<file path="src/rtl/assert_macros.svh">
// Assertion macros shared by the RTL of the LLR descrambler.
// No dependencies; included by files that carry concurrent checks.
`ifndef ASSERT_MACROS_SVH
`define ASSERT_MACROS_SVH

`ifndef SYNTHESIS
// Same-cycle implication, reset-qualified.
`define GSD_ASSERT_IMP(label, clk, rst_n, ante, cons) \
    label: assert property (@(posedge clk) disable iff (!rst_n) (ante) |-> (cons)) \
        else $error("descrambler check failed");
// Next-cycle implication, reset-qualified.
`define GSD_ASSERT_NXT(label, clk, rst_n, ante, cons) \
    label: assert property (@(posedge clk) disable iff (!rst_n) (ante) |=> (cons)) \
        else $error("descrambler check failed");
`else
`define GSD_ASSERT_IMP(label, clk, rst_n, ante, cons)
`define GSD_ASSERT_NXT(label, clk, rst_n, ante, cons)
`endif

`endif

</file>
<file path="src/rtl/gsd_pkg.sv">
// Types, constants and LFSR functions of the Gold-sequence LLR descrambler.
// No dependencies.
package gsd_pkg;

    localparam int SeqLen      = 31;
    localparam int WarmupSteps = 1600;
    localparam int LlrW        = 16;
    localparam int CfgDataW    = 16;
    localparam int CfgAddrW    = 2;

    typedef logic [SeqLen-1:0]              t_seq;
    typedef logic [SeqLen-1:0][SeqLen-1:0]  t_mat;
    typedef logic signed [LlrW-1:0]         t_llr;
    typedef logic [CfgAddrW-1:0]            t_cfg_addr;
    typedef logic [CfgDataW-1:0]            t_cfg_data;

    localparam t_cfg_addr CfgRnti  = 2'd0;
    localparam t_cfg_addr CfgCw    = 2'd1;
    localparam t_cfg_addr CfgScid  = 2'd2;

    localparam t_llr LlrMin = {1'b1, {(LlrW-1){1'b0}}};
    localparam t_llr LlrMax = {1'b0, {(LlrW-1){1'b1}}};

    // Core status seen by the top-level checks
    typedef struct packed {
        logic in_vld;
        logic out_vld;
        logic move;
        logic restart_taken;
        t_seq x1;
    } t_core_stat;

    // x1(n+31) = x1(n+3) ^ x1(n)
    function automatic t_seq gsd_adv1(t_seq a);
        return {a[0] ^ a[3], a[SeqLen-1:1]};
    endfunction

    // x2(n+31) = x2(n+3) ^ x2(n+2) ^ x2(n+1) ^ x2(n)
    function automatic t_seq gsd_adv2(t_seq b);
        return {b[0] ^ b[1] ^ b[2] ^ b[3], b[SeqLen-1:1]};
    endfunction

    // x1 after warm-up from the fixed seed 1 (elaboration only)
    function automatic t_seq gsd_x1_warm_calc();
        t_seq v;
        v = t_seq'(1);
        for (int n = 0; n < WarmupSteps; n++) v = gsd_adv1(v);
        return v;
    endfunction

    // Column j: warm-up image of unit seed bit j (elaboration only)
    function automatic t_mat gsd_x2_cols_calc();
        t_mat m;
        t_seq v;
        for (int j = 0; j < SeqLen; j++) begin
            v = t_seq'(1) << j;
            for (int n = 0; n < WarmupSteps; n++) v = gsd_adv2(v);
            m[j] = v;
        end
        return m;
    endfunction

    localparam t_seq X1Warm = gsd_x1_warm_calc();
    localparam t_mat X2Cols = gsd_x2_cols_calc();

    // Warm-up is linear over GF(2): XOR of the columns picked by the seed
    function automatic t_seq gsd_x2_warm(t_seq seed);
        t_seq acc;
        acc = '0;
        for (int j = 0; j < SeqLen; j++) begin
            if (seed[j]) acc = acc ^ X2Cols[j];
        end
        return acc;
    endfunction

endpackage

</file>
<file path="src/rtl/gsd_llr_in_if.sv">
// Input request channel: one soft bit and a restart flag.
// Depends on gsd_pkg.
interface gsd_llr_in_if;
    import gsd_pkg::*;

    logic valid;
    logic ready;
    t_llr llr_in;
    logic restart;

    modport source (output valid, output llr_in, output restart, input ready);
    modport sink   (input valid, input llr_in, input restart, output ready);
endinterface

</file>
<file path="src/rtl/gsd_llr_out_if.sv">
// Output request channel: one descrambled soft bit.
// Depends on gsd_pkg.
interface gsd_llr_out_if;
    import gsd_pkg::*;

    logic valid;
    logic ready;
    t_llr llr_out;

    modport source (output valid, output llr_out, input ready);
    modport sink   (input valid, input llr_out, output ready);
endinterface

</file>
<file path="src/rtl/gsd_cfg_if.sv">
// Configuration write channel: register index and write data.
// Depends on gsd_pkg.
interface gsd_cfg_if;
    import gsd_pkg::*;

    logic      valid;
    logic      ready;
    t_cfg_addr index;
    t_cfg_data data;

    modport source (output valid, output index, output data, input ready);
    modport sink   (input valid, input index, input data, output ready);
endinterface

</file>
<file path="src/rtl/gold_sequence_llr_descrambler.sv">
// Gold-sequence LLR descrambler, top level: configuration block plus datapath.
// Depends on gsd_pkg, the three channel interfaces, gsd_cfg, gsd_core and assert_macros.svh.
//
// Streams signed 16-bit soft bits (LLRs) in scrambling order and flips the sign of each one
// whose NR Gold sequence bit c(n) = x1(n) ^ x2(n) is 1; -32768 flipped saturates to 32767.
// Throughput is one request per clock while the receiver keeps ready high. An accepted
// request sits in the input register and moves into the result register once that is
// empty or being read; a stalled receiver leaves it waiting in the input register. A request
// with restart set reseeds both LFSRs before it is descrambled: x1 from 1, x2 from c_init =
// rnti<<15 | codeword<<14 | scrambling_id, each advanced 1600 steps. The warm-up is not
// stepped at run time: it is a fixed GF(2) matrix, applied to the seed when a configuration
// register is written and held ready in a register, and a constant for x1. Config writes
// (index 0 rnti, 1 codeword, 2 scrambling id, others ignored) are accepted every cycle and
// must happen while the block is idle; they take effect at the next restart. Until the first
// restart after reset the sequence is all zeros and LLRs pass through unchanged. The sequence
// keeps running across requests until the next restart.
`include "assert_macros.svh"

module gold_sequence_llr_descrambler (
    input  logic          i_clk,
    input  logic          i_rst_n,
    gsd_cfg_if.sink       i_cfg,
    gsd_llr_in_if.sink    i_llr,
    gsd_llr_out_if.source o_llr
);
    import gsd_pkg::*;

    t_seq       w_x2_warm;
    t_core_stat w_stat;

    // Register file; holds the x2 seed already warmed up
    gsd_cfg u_cfg (
        .i_clk     (i_clk),
        .i_rst_n   (i_rst_n),
        .i_cfg     (i_cfg),
        .o_x2_warm (w_x2_warm)
    );

    // Single-pass datapath between input and result registers
    gsd_core u_core (
        .i_clk     (i_clk),
        .i_rst_n   (i_rst_n),
        .i_x2_warm (w_x2_warm),
        .i_llr     (i_llr),
        .o_llr     (o_llr),
        .o_stat    (w_stat)
    );

    // Backpressure only when both stages hold a request
    `GSD_ASSERT_IMP(a_ready_full, i_clk, i_rst_n, !i_llr.ready, w_stat.in_vld && w_stat.out_vld)
    // A result appears only after a request sat in the input stage
    `GSD_ASSERT_IMP(a_out_from_in, i_clk, i_rst_n, $rose(w_stat.out_vld), $past(w_stat.in_vld))
    // Restart lands x1 one step past its warm-up value
    `GSD_ASSERT_NXT(a_x1_reseed, i_clk, i_rst_n, w_stat.restart_taken,
                    w_stat.x1 == gsd_adv1(X1Warm))
endmodule

</file>
<file path="src/rtl/gsd_cfg.sv">
// Configuration registers and the precomputed warm x2 seed.
// Depends on gsd_pkg and gsd_cfg_if.
module gsd_cfg (
    input  logic           i_clk,
    input  logic           i_rst_n,
    gsd_cfg_if.sink        i_cfg,
    output gsd_pkg::t_seq  o_x2_warm
);
    import gsd_pkg::*;

    logic [15:0] r_rnti, n_rnti;
    logic        r_cw, n_cw;
    logic [9:0]  r_scid, n_scid;
    t_seq        r_x2_warm, n_x2_warm;
    logic        w_wr;

    assign i_cfg.ready = 1'b1;
    assign w_wr        = i_cfg.valid;

    always_comb begin
        n_rnti = r_rnti;
        n_cw   = r_cw;
        n_scid = r_scid;
        unique case (i_cfg.index)
            CfgRnti: n_rnti = i_cfg.data[15:0];
            CfgCw:   n_cw   = i_cfg.data[0];
            CfgScid: n_scid = i_cfg.data[9:0];
            default: ;
        endcase
        // seed bits 13..10 are zero
        n_x2_warm = gsd_x2_warm({n_rnti, n_cw, 4'b0000, n_scid});
    end

    always_ff @(posedge i_clk) begin
        if (!i_rst_n) begin
            r_rnti    <= '0;
            r_cw      <= 1'b0;
            r_scid    <= '0;
            r_x2_warm <= '0;
        end else if (w_wr) begin
            r_rnti    <= n_rnti;
            r_cw      <= n_cw;
            r_scid    <= n_scid;
            r_x2_warm <= n_x2_warm;
        end
    end

    assign o_x2_warm = r_x2_warm;
endmodule

</file>
<file path="src/rtl/gsd_core.sv">
// Datapath: input register, Gold LFSRs, sign flip with saturation, output register.
// Depends on gsd_pkg, gsd_llr_in_if and gsd_llr_out_if.
module gsd_core (
    input  logic                i_clk,
    input  logic                i_rst_n,
    input  gsd_pkg::t_seq       i_x2_warm,
    gsd_llr_in_if.sink          i_llr,
    gsd_llr_out_if.source       o_llr,
    output gsd_pkg::t_core_stat o_stat
);
    import gsd_pkg::*;

    logic r_in_vld, n_in_vld;
    logic r_out_vld, n_out_vld;
    t_llr r_in_llr;
    logic r_in_rst;
    t_llr r_out_llr, n_out_llr;
    t_seq r_x1, n_x1;
    t_seq r_x2, n_x2;
    t_seq w_cur1, w_cur2;
    t_llr w_neg;
    logic w_bit, w_move, w_acc;

    always_comb begin
        w_move      = r_in_vld && (!r_out_vld || o_llr.ready);
        i_llr.ready = !r_in_vld || w_move;
        w_acc       = i_llr.valid && i_llr.ready;
        n_in_vld    = w_acc || (r_in_vld && !w_move);
        n_out_vld   = w_move || (r_out_vld && !o_llr.ready);

        w_cur1 = r_in_rst ? X1Warm    : r_x1;
        w_cur2 = r_in_rst ? i_x2_warm : r_x2;
        w_bit  = w_cur1[0] ^ w_cur2[0];
        n_x1   = gsd_adv1(w_cur1);
        n_x2   = gsd_adv2(w_cur2);

        w_neg     = (r_in_llr == LlrMin) ? LlrMax : -r_in_llr;
        n_out_llr = w_bit ? w_neg : r_in_llr;
    end

    always_ff @(posedge i_clk) begin
        if (!i_rst_n) begin
            r_in_vld  <= 1'b0;
            r_out_vld <= 1'b0;
            r_x1      <= '0;
            r_x2      <= '0;
        end else begin
            r_in_vld  <= n_in_vld;
            r_out_vld <= n_out_vld;
            if (w_move) begin
                r_x1 <= n_x1;
                r_x2 <= n_x2;
            end
        end
    end

    always_ff @(posedge i_clk) begin
        if (w_acc) begin
            r_in_llr <= i_llr.llr_in;
            r_in_rst <= i_llr.restart;
        end
        if (w_move) r_out_llr <= n_out_llr;
    end

    assign o_llr.valid   = r_out_vld;
    assign o_llr.llr_out = r_out_llr;

    assign o_stat.in_vld        = r_in_vld;
    assign o_stat.out_vld       = r_out_vld;
    assign o_stat.move          = w_move;
    assign o_stat.restart_taken = w_move && r_in_rst;
    assign o_stat.x1            = r_x1;
endmodule

</file>
<file path="src/flat_wrapper.sv">
// flat-port wrapper written by rule: the top's interface ports become plain ports
module gold_sequence_llr_descrambler_flat import gsd_pkg::*;
  (i_clk, i_rst_n, i_cfg_valid, i_cfg_index, i_cfg_data, i_cfg_ready, i_llr_valid, i_llr_llr_in, i_llr_restart, i_llr_ready, o_llr_valid, o_llr_llr_out, o_llr_ready);
  gsd_cfg_if i_cfg_i ();
  gsd_llr_in_if i_llr_i ();
  gsd_llr_out_if o_llr_i ();
  input  logic i_clk;
  input  logic i_rst_n;
  input wire logic [$bits(i_cfg_i.valid)-1:0] i_cfg_valid;
  input wire logic [$bits(i_cfg_i.index)-1:0] i_cfg_index;
  input wire logic [$bits(i_cfg_i.data)-1:0] i_cfg_data;
  output wire logic [$bits(i_cfg_i.ready)-1:0] i_cfg_ready;
  input wire logic [$bits(i_llr_i.valid)-1:0] i_llr_valid;
  input wire logic [$bits(i_llr_i.llr_in)-1:0] i_llr_llr_in;
  input wire logic [$bits(i_llr_i.restart)-1:0] i_llr_restart;
  output wire logic [$bits(i_llr_i.ready)-1:0] i_llr_ready;
  output wire logic [$bits(o_llr_i.valid)-1:0] o_llr_valid;
  output wire logic [$bits(o_llr_i.llr_out)-1:0] o_llr_llr_out;
  input wire logic [$bits(o_llr_i.ready)-1:0] o_llr_ready;
  assign i_cfg_i.valid = i_cfg_valid;
  assign i_cfg_i.index = i_cfg_index;
  assign i_cfg_i.data = i_cfg_data;
  assign i_cfg_ready = i_cfg_i.ready;
  assign i_llr_i.valid = i_llr_valid;
  assign i_llr_i.llr_in = i_llr_llr_in;
  assign i_llr_i.restart = i_llr_restart;
  assign i_llr_ready = i_llr_i.ready;
  assign o_llr_valid = o_llr_i.valid;
  assign o_llr_llr_out = o_llr_i.llr_out;
  assign o_llr_i.ready = o_llr_ready;
  gold_sequence_llr_descrambler u_core (.i_clk(i_clk), .i_rst_n(i_rst_n), .i_cfg(i_cfg_i), .i_llr(i_llr_i), .o_llr(o_llr_i));
endmodule
</file>
<file path="config.mk">
export PLATFORM = sky130hd
export DESIGN_NAME = gold_sequence_llr_descrambler_flat
export DESIGN_NICKNAME = d
export VERILOG_FILES = /design/src/rtl/gsd_pkg.sv /design/src/rtl/gsd_llr_in_if.sv /design/src/rtl/gsd_llr_out_if.sv /design/src/rtl/gsd_cfg_if.sv /design/src/rtl/gold_sequence_llr_descrambler.sv /design/src/rtl/gsd_cfg.sv /design/src/rtl/gsd_core.sv /design/src/flat_wrapper.sv
export VERILOG_INCLUDE_DIRS = /design/src /design/src/rtl
export SDC_FILE = /design/constraint.sdc
export NUM_CORES = 1
export LEC_CHECK = 0
export ABC_AREA = 1
export BUFFER_PORTS_ARGS = -buffer_cell sky130_fd_sc_hd__buf_4
export CELL_PAD_IN_SITES_DETAIL_PLACEMENT = 0
export CELL_PAD_IN_SITES_GLOBAL_PLACEMENT = 1
export CORE_MARGIN = 2
export CORE_UTILIZATION = 45
export DETAILED_ROUTE_END_ITERATION = 10
export GPL_ROUTABILITY_DRIVEN = 0
export HOLD_SLACK_MARGIN = 0.08
export PLACE_DENSITY_LB_ADDON = 0.15
export SYNTH_ARGS = -nofsm -noshare
export SYNTH_HDL_FRONTEND = slang
export SYNTH_SLANG_ARGS = --single-unit
</file>
<file path="constraint.sdc">
create_clock -name i_clk -period 2.45 [get_ports i_clk]
set_input_delay 0.245 -clock i_clk [delete_from_list [all_inputs] [get_ports i_clk]]
set_output_delay 0.245 -clock i_clk [all_outputs]
set_load 0.02 [all_outputs]
</file>
==> results of run 1 <==
==> worst paths after layout <==
| kind | from | to | slack [ps] | depth (start not counted) |
|---|---|---|---|---|
| worst max-delay path | u_core.u_core.r_in_rst$_DFFE_PP_ | u_core.u_core.o_llr.llr_out[11]$_DFFE_PP_ | 350 | 8 |
| worst min-delay path | o_llr_ready | u_core.u_core.o_llr.valid$_SDFF_PN0_ | 110 | 4 |
| worst max register to register | u_core.u_core.r_in_rst$_DFFE_PP_ | u_core.u_core.o_llr.llr_out[11]$_DFFE_PP_ | 350 | 8 |
| worst min register to register | u_core.u_core.r_x2[1]$_SDFFE_PN0P_ | u_core.u_core.r_x2[1]$_SDFFE_PN0P_ | 450 | 2 |
==> through the flow <==
step                      std cells  setup slack, ps  hold slack [ps]  utilization, %  instance area, µm²
after floorplan                1328              488              344               -                9280
after global placement         1625             74.8              424            49.5               10000
after detailed placement       1625             61.6              425            49.5               10000
after CTS                      1675              303              103            53.2               10800
after global routing           1675             65.0              132            53.2               10800
final                          1675              346              109            53.2               10800
==> registers in the layout (all words and copies together), names as in the netlist <==
name                         flops
u_core.u_cfg.o_x2_warm          31
u_core.u_cfg.r_cw                1
u_core.u_cfg.r_rnti             16
u_core.u_cfg.r_scid             10
u_core.u_core.o_llr.llr_out     16
u_core.u_core.o_llr.valid        1
u_core.u_core.r_in_llr          16
u_core.u_core.r_in_rst           1
u_core.u_core.r_in_vld           1
u_core.u_core.r_x1              31
u_core.u_core.r_x2              31
==> layer usage <==
| metal | global-route usage [%] | vias to the layer above |
|---|---|---|
| li1 | - | 4393 |
| met1 | 31.6 | 3773 |
| met2 | 39.8 | 159 |
| met3 | 4.01 | 32 |
| met4 | 6.39 | 0 |
| met5 | 0 | - |
==> cells in the mapped netlist, types with 3 or more instances <==
cell type | n | area [µm²]
a211oi_1 | 3 | 22.5
a21oi_1 | 63 | 315
a31oi_1 | 27 | 169
buf_1 | 8 | 30.0
buf_2 | 4 | 20.0
buf_4 | 3 | 22.5
buf_6 | 7 | 78.8
clkbuf_1 | 40 | 150
dfxtp_1 | 122 | 2440
edfxtp_1 | 33 | 991
inv_1 | 132 | 495
inv_2 | 9 | 33.8
nand2_1 | 411 | 1540
nand2_2 | 18 | 113
nand2_4 | 5 | 56.3
nand3_1 | 103 | 515
nand3b_1 | 11 | 82.6
nand4_1 | 4 | 25.0
nor2_1 | 58 | 218
nor3_1 | 20 | 100
o211ai_1 | 7 | 52.6
o21ai_0 | 91 | 455
o21ai_1 | 11 | 55.1
o21ai_2 | 6 | 52.6
o21ai_4 | 8 | 130
or2_1 | 3 | 18.8
or2_2 | 10 | 62.6
xnor2_1 | 52 | 455
xnor2_2 | 3 | 48.8
xor2_1 | 44 | 385
xor2_2 | 3 | 48.8
==> power by group through the flow <==
stage               registers, mW  logic, mW  clock network [mW]
floorplan                    2.98       1.68                   0
global placement             2.99       2.28                   0
detailed placement           2.99       2.29                   0
CTS                          2.94       2.32                2.69
global route                 2.96       2.62                2.80
finish                       2.94       2.33                2.64
==> logic make-up (layout without fill, tap and decap cells) <==
kind of cell / count (synthesis) / count (layout) / share of synthesized area [%]
adder cells (fa/ha/maj): 1 / 1 / 0.135
XOR/XNOR: 103 / 103 / 10.4
buffers and inverters: 204 / 281 / 9.00
flip-flops: 155 / 155 / 37.0
AND/OR/NAND/NOR: 647 / 647 / 29.8
other: 1 / 1 / 0.0404
AO/OA/AOI/OAI: 217 / 217 / 13.6
==> area by class of cell <==
| type | count | area (µm²) |
|---|---|---|
| clock buffers | 19 | 464 |
| clock inverters | 13 | 123 |
| fillers | 2024 | 9460 |
| inverters | 142 | 533 |
| multi-input cells | 969 | 5010 |
| flip-flops and latches | 155 | 3430 |
| well taps | 270 | 338 |
| repair buffers | 107 | 873 |
==> critical path, cell delays in order, from the launching register on <==
cell	delay, ps
edfxtp_1	420
buf_4	190
o21ai_0	260
o21ai_0	140
nand2_1	130
buf_4	180
nor3_1	80
inv_1	300
nand3_1	130
==> summary.txt, run 1 <==
Status
  • Status: complete, no violations

CTS
  • Total CTS buffers: 17
  • Post-CTS Setup Bufs: 0
  • Clock sinks: 155
  • CTS Hold Bufs: 18
  • Clock latency on the worst-skew pair: 430 ps
  • Maximum buffer depth of the clock tree: 2
  • Clk slew on worst S/H paths: 70 ps
  • CTS resizes: 0
  • CTS HTree Levels: 4
  • CTS Root Buffer Type: clkbuf_16
  • CTS tree: built

Floorplan
  • CORE AREA: 20200 µm²
  • Boundary Pins: 59
  • Starting Density: 45.9%
  • DIE AREA: 21800 µm²
  • Die Width: 148 µm
  • Die Ht: 148 µm
  • Row Count: 52

Finish
  • Most frequent cells in the layout: 411 x nand2_1, 131 x inv_1, 122 x dfxtp_1
  • # nets final: 1433
  • Share of layout cells above drive strength 1: 13.3%
  • Synth-to-Final Area Change: 16.1%
  • Most common cell after layout, fill and taps aside: nand2_1
  • Diode count: 0

Critical path
  • CP max FO: 13
  • Worst path arrival time: 2260 ps
  • CP endpoint kind: register
  • CP Class: register to register
  • Critical path required time: 2610 ps
  • Setup crit start kind: register

Power and ir drop
  • VDD IR max: 0.428 mV
  • Comb power frac: 29.5%
  • Switching power: 2.79 mW
  • Switching portion of total power: 35.3%
  • PD cells: 734 nW/µm²
  • Reg power frac: 37.1%
  • LEAKAGE: 5.05 nW
  • Clock power share: 33.4%
  • Power Internal: 5.11 mW
  • Overall Power: 7.91 mW

Global routing
  • Global-route wire length before repair: 40.5 mm
  • Largest net degree at the start of global routing: 87
  • Gr usage total: 23.7%
  • Initial antenna violation count: 0
  • Vias in the first global route: 7572
  • GR Overflow Total: 0

Job
  • Total of max-cap violations: 0

Synth
  • Post-synth ARST share: 0%
  • Avg Cell Area, Syn: 6.99 µm²
  • Primary FF master, synth: dfxtp_1
  • Post-synth EDFFs: 33
  • Post-Syn Area: 9280 µm²
  • Post-synth cell types: 40
  • Syn_nets: 1369
  • Yosys reg bits: 155
  • Syn Inst Count: 1328
  • Yosys warns: 0
  • Seq/Total Area, Yosys: 37.0%

Drt
  • Vias per inst: 4.99
  • Wire length per cell: 14.9 µm
  • Total number of vias: 8357
  • DR iter-0 viols: 570
  • Post-DRT Antenna Nets: 0
  • Total length of routed met2 wires: 11.9 mm
  • Drt drc: 0
  • M1 WL: 11.7 mm
  • Drt total wl: 25.0 mm
  • Met3 WL post-DR: 993 µm
  • Top layer in use: met4
  • DRT Pass-1 Iters: 6

Placement
  • # port buffers: 57
  • DP HPWL: 18.2 mm

STA
  • Setup TNS: 0 ps
  • RSZ-0062 raised after global routing: false
  • Final-report hold violation count: 0
  • Min Clock Period, post-route: 2100 ps
  • Slew Limit Fails: 0
  • Worst-margin pin slew: 723 ps
  • Achievable Freq: 0.475 GHz
  • Final setup vio count: 0
  • Clk_skew: 13.6 ps
  • Slew margin rel.: 51.8%
  • Final period utilization: 85.9%

Min path
  • Hold Path Class: input port to register
No activity file was read; power rests on OpenSTA's default activity.
==> inputs of run 2 (changes only) <==
--- a/config.mk
+++ b/config.mk
@@ -12,10 +12,11 @@
 export CELL_PAD_IN_SITES_GLOBAL_PLACEMENT = 1
 export CORE_MARGIN = 2
-export CORE_UTILIZATION = 45
+export CORE_UTILIZATION = 44
 export DETAILED_ROUTE_END_ITERATION = 10
 export GPL_ROUTABILITY_DRIVEN = 0
-export HOLD_SLACK_MARGIN = 0.08
+export HOLD_SLACK_MARGIN = 0.02
 export PLACE_DENSITY_LB_ADDON = 0.15
 export SYNTH_ARGS = -nofsm -noshare
 export SYNTH_HDL_FRONTEND = slang
+export SYNTH_HIERARCHICAL = 1
 export SYNTH_SLANG_ARGS = --single-unit
==> constraint.sdc (replaced) <==
create_clock -name i_clk -period 2.45 [get_ports i_clk]
set_input_delay 0.245 -clock i_clk [delete_from_list [all_inputs] [get_ports i_clk]]
set_output_delay 0.245 -clock i_clk [all_outputs]
set_load 0.01 [all_outputs]
==> summary.txt, run 2 <==
Min path
  • Hold Path Sink: u_core/u_core/r_in_vld$_SDFF_PN0_
  • Hold Path Class: input port to register
  • WHS Path Cells: 3 (-1)
  • Hold_sp: i_llr_valid

STA
  • Final period utilization: 81.4% (-4.4 points)
  • Worst-margin pin slew: 702 ps (-20.9 ps)
  • WHS: 77.3 ps (-31.7 ps)
  • Slew margin rel.: 53.2% (+1.4 points)
  • Final setup vio count: 0 (unchanged)
  • Min Clock Period, post-route: 2000 ps (-109 ps)
  • Slew Limit Fails: 0 (unchanged)
  • Final-report hold violation count: 0 (unchanged)
  • Post-route setup slack: 455 ps (+109 ps)
  • Setup TNS: 0 ps (unchanged)
  • Achievable Freq: 0.501 GHz (+5.5%)
  • RSZ-0062 raised after global routing: false
  • Clk_skew: 16.1 ps (+2.57 ps)

Critical path
  • Worst path arrival time: 2180 ps (-80 ps)
  • Worst R2R Start: u_core/u_core/r_in_rst$_DFFE_PP_
  • Largest stage delay on the critical path: 470 ps (+50 ps)
  • Most used cell, CP: nand2_1
  • Reg-to-reg slack, setup: 450 ps (+110 ps)
  • CP endpoint kind: register
  • Crit path max-delay family: simple AND/OR/NAND/NOR gates
  • WP buf/inv: 1 (-2)
  • Setup crit start kind: register
  • Levels on crit path: 8 (unchanged)
  • Slowest library cell on the worst path: edfxtp_1
  • Critical path required time: 2630 ps (+20 ps)
  • CP max FO: 27 (+14)
  • CP cell instances: inv_2 -> nand2_1 -> nand2_1 -> nand2_1 -> nand2_4 -> nand4_4 -> nand2_1 -> nor2_1
  • Cells on worst reg2reg path: 8 (unchanged)
  • R2r endpoint: u_core/u_core/o_llr.llr_out[15]$_DFFE_PN_
  • CP Class: register to register

Drt
  • DR iter-0 viols: 705 (+24%)
  • Drt drc: 0 (unchanged)
  • Total number of vias: 9291 (+11%)
  • Post-DRT Antenna Nets: 0 (unchanged)
  • Drt total wl: 27.8 mm (+11%)
  • Wire length per cell: 15.3 µm (+2.3%)
  • DRT Pass-1 Iters: 8 (+2)
  • Vias per inst: 5.12 (+2.5%)

Status
  • Status: complete, no violations

Placement
  • Worst slack, placed: 190 ps (+128 ps)
  • Placed cells: 1767 (+8.7%)
  • # port buffers: 57 (unchanged)
  • DP HPWL: 20.3 mm (+11%)
  • Post-DP Area: 10400 µm² (+3.8%)

Power and ir drop
  • Overall Power: 7.97 mW (+0.84%)
  • PD cells: 714 nW/µm² (-2.7%)
  • VDD IR max: 0.346 mV (-19%)
  • LEAKAGE: 5.32 nW (+5.3%)

Finish
  • Most frequent cells in the layout: 531 x nand2_1, 144 x inv_1, 138 x nand3_1
  • Design area: 11200 µm² (+3.7%)
  • Register area: 3430 µm² (unchanged)
  • Diode count: 0 (unchanged)
  • Share of layout cells above drive strength 1: 12.0% (-1.3 points)
  • Most common cell after layout, fill and taps aside: nand2_1
  • # fillers: 2192 (+8.3%)
  • Final core utilization: 51.3% (-1.9 points)
  • Area of the multi-input gates: 5360 µm² (+7.1%)
  • # nets final: 1564 (+9.1%)
  • Post-Layout Cell Count: 1816 (+8.4%)
  • Synth-to-Final Area Change: 14.6%

CTS
  • CTS tree: built
  • Clk slew on worst S/H paths: 60 ps (about the same)
  • CTS HTree Levels: 4 (unchanged)
  • CTS Hold Bufs: 17 (-1)
  • Post-CTS Setup Bufs: 0 (unchanged)
  • CTS Root Buffer Type: clkbuf_16
  • Total CTS buffers: 17 (unchanged)
  • Maximum buffer depth of the clock tree: 2 (unchanged)
  • CTS resizes: 0 (unchanged)
  • Clock sinks: 155 (unchanged)
  • Clock latency on the worst-skew pair: 430 ps (about the same)

Synth
  • Avg Cell Area, Syn: 6.67 µm² (-4.6%)
  • Yosys warns: 6 (+6)
  • Syn Inst Count: 1462 (+10%)
  • Syn_nets: 1503 (+9.8%)
  • Post-Syn Area: 9750 µm² (+5.0%)

Global routing
  • GR Overflow Total: 0 (unchanged)
  • Gr usage total: 23.9% (+0.27 points)
  • Initial antenna violation count: 0 (unchanged)
  • Largest net degree at the start of global routing: 60 (-31%)
  • Global-route wire length before repair: 44.9 mm (+11%)
  • Vias in the first global route: 8534 (+13%)

Floorplan
  • Die Width: 153 µm (+3.6%)
  • DIE AREA: 23400 µm² (+7.2%)
  • Boundary Pins: 59 (unchanged)
  • Starting Density: 44.8% (-1.1 points)
  • CORE AREA: 21800 µm² (+7.5%)
  • Die Ht: 153 µm (+3.6%)
  • Row Count: 54 (+3.8%)

Job
  • Total of max-cap violations: 0 (unchanged)
[run 2: where the power goes]
group	leakage (nW)	switching [mW]	internal, mW
Sequential	1.32	0.108	2.82
Clock	0.296	1.20	1.55
Combinational	3.70	1.48	0.813
[run 2: worst min-delay path, delay by kind of cell]
kind,cells,cell delay (ps)
buffers and inverters,2,150
AO/OA/AOI/OAI,1,50
[run 2: worst max-delay path by stage]
stage                                                start                                         to  slack (ps)
after floorplan                             i_cfg_index[1]    u_core/u_cfg/o_x2_warm[23]$_SDFFE_PN0P_         800
after global placement                      i_cfg_index[0]     u_core/u_cfg/o_x2_warm[9]$_SDFFE_PN0P_         210
after detailed placement                    i_cfg_index[0]     u_core/u_cfg/o_x2_warm[9]$_SDFFE_PN0P_         190
after CTS                 u_core/u_core/r_in_rst$_DFFE_PP_  u_core/u_core/o_llr.llr_out[15]$_DFFE_PN_         440
after global routing      u_core/u_core/r_in_rst$_DFFE_PP_  u_core/u_core/o_llr.llr_out[15]$_DFFE_PN_         250
final                     u_core/u_core/r_in_rst$_DFFE_PP_  u_core/u_core/o_llr.llr_out[15]$_DFFE_PN_         450
[run 2: layer usage]
metal / wire (µm) / part of all wire (%) / GRT usage, % / vias to the layer above
li1: - / - / - / 4766
met1: 12400 / 45 / 30.3 / 4257
met2: 13500 / 49 / 41.7 / 225
met3: 1200 / 4.3 / 4.20 / 43
met4: 645 / 2.3 / 7.28 / 0
met5: 0 / 0 / 0 / -
[run 2: final cells by class]
class | instances | area share, %
flip-flops and latches | 155 | 30.7
inverters | 152 | 5.11
well taps | 280 | 3.14
clock inverters | 14 | 1.61
clock buffers | 18 | 3.84
repair buffers | 103 | 7.53
multi-input cells | 1094 | 48.0
==> inputs of run 3 (changes only) <==
clock period = 1.9 ns   (was 2.45 ns; I/O delays follow)
==> summary.txt, run 3 (synthesized netlist as in run 2, its figures left out) <==
Finish
  • Diode count: 0 (unchanged)
  • Final core utilization: 55.7% (+4.4 points)
  • Most common cell after layout, fill and taps aside: nand2_1
  • Synth-to-Final Area Change: 24.4%
  • Share of layout cells above drive strength 1: 18.5% (+6.5 points)
  • Design area: 12100 µm² (+8.6%)
  • # nets final: 1673 (+7.0%)
  • # fillers: 2210 (+0.82%)
  • Most frequent cells in the layout: 522 x nand2_1, 187 x buf_4, 144 x inv_1
  • Post-Layout Cell Count: 1925 (+6.0%)

Critical path
  • Crit path max-delay family: simple AND/OR/NAND/NOR gates
  • Setup crit start kind: register
  • CP max FO: 5 (-81%)
  • WP buf/inv: 2 (+1)
  • CP endpoint kind: register
  • Most used cell, CP: nand2_1
  • Critical path required time: 2230 ps (-400 ps)
  • Levels on crit path: 13 (+5)
  • Worst path arrival time: 2110 ps (-70 ps)
  • CP Class: register to register
  • Cells on worst reg2reg path: 13 (+5)
  • CP cell instances: inv_1 -> o21ai_2 -> nand2_1 -> nand2_1 -> nand2_1 -> nand2_1 -> nand2_1 -> nand3_1 -> nand2_1 -> nand2_1 -> nand3_1 -> nand2_1 -> inv_1
  • Largest stage delay on the critical path: 350 ps (-120 ps)
  • Slowest library cell on the worst path: o21ai_2

Power and ir drop
  • VDD IR max: 0.435 mV (+26%)
  • PD cells: 886 nW/µm² (+24%)
  • Clock power share: 33.6% (-0.9 points)
  • Switching power: 3.69 mW (+32%)
  • Reg power frac: 35.1% (-1.6 points)
  • LEAKAGE: 5.89 nW (+11%)
  • Switching portion of total power: 34.3% (-0.73 points)
  • Power Internal: 7.06 mW (+36%)
  • Comb power frac: 31.3% (+2.5 points)

STA
  • Achievable Freq: 0.559 GHz (+12%)
  • Setup TNS: 0 ps (unchanged)
  • Final period utilization: 94.1% (+13 points)
  • Min Clock Period, post-route: 1790 ps (-208 ps)
  • Slew Limit Fails: 0 (unchanged)
  • Clk_skew: 12.8 ps (-3.32 ps)
  • Post-route setup slack: 113 ps (-342 ps)
  • Final-report hold violation count: 0 (unchanged)
  • Final setup vio count: 0 (unchanged)

CTS
  • Clk slew on worst S/H paths: 70 ps (about the same)
  • Clock latency on the worst-skew pair: 430 ps (about the same)
  • CTS HTree Levels: 4 (unchanged)
  • CTS tree: built
  • CTS Root Buffer Type: clkbuf_16
  • Maximum buffer depth of the clock tree: 2 (unchanged)
  • Total CTS buffers: 17 (unchanged)
  • Clock sinks: 155 (unchanged)

Floorplan
  • Boundary Pins: 59 (unchanged)
  • Die Width: 153 µm (unchanged)
  • Row Count: 54 (unchanged)
  • CORE AREA: 21800 µm² (unchanged)
  • Die Ht: 153 µm (unchanged)
  • Starting Density: 44.8% (unchanged)
  • DIE AREA: 23400 µm² (unchanged)

Global routing
  • Initial antenna violation count: 0 (unchanged)
  • Vias in the first global route: 8993 (+5.4%)
  • GR Overflow Total: 0 (unchanged)
  • Global-route wire length before repair: 46.7 mm (+3.9%)
  • Gr usage total: 24.8% (+0.91 points)
  • Largest net degree at the start of global routing: 95 (+58%)

Placement
  • Worst slack, placed: -205 ps (-395 ps)
  • Post-DP Area: 11200 µm² (+8.0%)
  • Placed cells: 1871 (+5.9%)
  • # port buffers: 57 (unchanged)
  • DP HPWL: 21.2 mm (+4.7%)

Job
  • Total of max-cap violations: 0 (unchanged)

Status
  • Status: complete, no violations

Drt
  • DRT Pass-1 Iters: 8 (unchanged)
  • Wire length per cell: 14.9 µm (-2.3%)
  • Drt total wl: 28.8 mm (+3.6%)
  • Drt drc: 0 (unchanged)
  • Vias per inst: 5.03 (-1.7%)
  • Total number of vias: 9682 (+4.2%)
  • DR iter-0 viols: 678 (-3.8%)
  • Post-DRT Antenna Nets: 0 (unchanged)

Min path
  • WHS Path Cells: 4 (+1)
  • Hold Path Class: input port to register
run 3: cell types whose count changed in the layout (fill, tap and decap cells not counted), moves of 2 or more:
cell / previous run / this run
buf_4: 84 / 187
clkbuf_16: 17 / 19
buf_12: 2 / 7
nand2_4: 7 / 9
nand2_2: 26 / 33
nand2_1: 531 / 522
run 3: area by class of cell:
class	instances	area (µm²)	share of cell area [%]
clock buffers	20	489	4.03
clock inverters	12	143	1.18
inverters	152	573	4.73
multi-input cells	1094	5420	44.7
flip-flops and latches	155	3430	28.3
repair buffers	212	1720	14.2
well taps	280	350	2.89
run 3: worst reg2reg max path: stages (launching register included):
cell and delay, ps:
dfxtp_1 310, inv_1 60, o21ai_2 350, nand2_1 90, nand2_1 220, nand2_1 110
nand2_1 70, nand2_1 50, nand3_1 130, nand2_1 80, nand2_1 60, nand3_1 70
nand2_1 70, inv_1 30
run 3: per-stage QoR:
step / total power [mW] / hold WS [ps]
6_report: 10.7 / 43.4
5_1_grt: 11.4 / 46.0
4_1_cts: 10.8 / 26.0
3_5_place_dp: 7.12 / 370
3_3_place_gp: 7.08 / 368
2_1_floorplan: 5.95 / 289
run 3: path summary, 6_finish.rpt:
kind | startpoint | endpoint | slack, ps
min | o_llr_ready | u_core/u_core/o_llr.valid$_SDFF_PN0_ | 40
max | u_core/u_cfg/r_rnti[11]$_SDFFE_PN0P_ | u_core/u_cfg/o_x2_warm[23]$_SDFFE_PN0P_ | 110
max reg2reg | u_core/u_cfg/r_rnti[11]$_SDFFE_PN0P_ | u_core/u_cfg/o_x2_warm[23]$_SDFFE_PN0P_ | 110
min reg2reg | u_core/u_core/r_x1[14]$_SDFFE_PN0N_ | u_core/u_core/r_x1[14]$_SDFFE_PN0N_ | 460
run 3: repair_timing:
action                                  4_1_cts  5_1_grt
hold endpoints to repair                     18        0
resized for setup                             0       15
setup buffers                                 0        4
hold buffers                                 18        0
endpoints found under the setup margin        0       15
run 3: routing by layer:
layer	wire length, µm	vias up	share of wire, %	global-route usage [%]
li1	-	4994	-	-
met1	13100	4413	45	32.4
met2	13700	233	48	42.4
met3	1140	42	4.0	3.71
met4	817	0	2.8	8.02
met5	0	-	0	0
run 3: power by group through the flow:
stage,combinational [mW],clock [mW],sequential [mW]
after floorplan,2.14,0,3.81
after global placement,3.25,0,3.84
after detailed placement,3.28,0,3.84
after CTS,3.32,3.72,3.77
after global routing,3.75,3.85,3.80
final,3.36,3.61,3.77
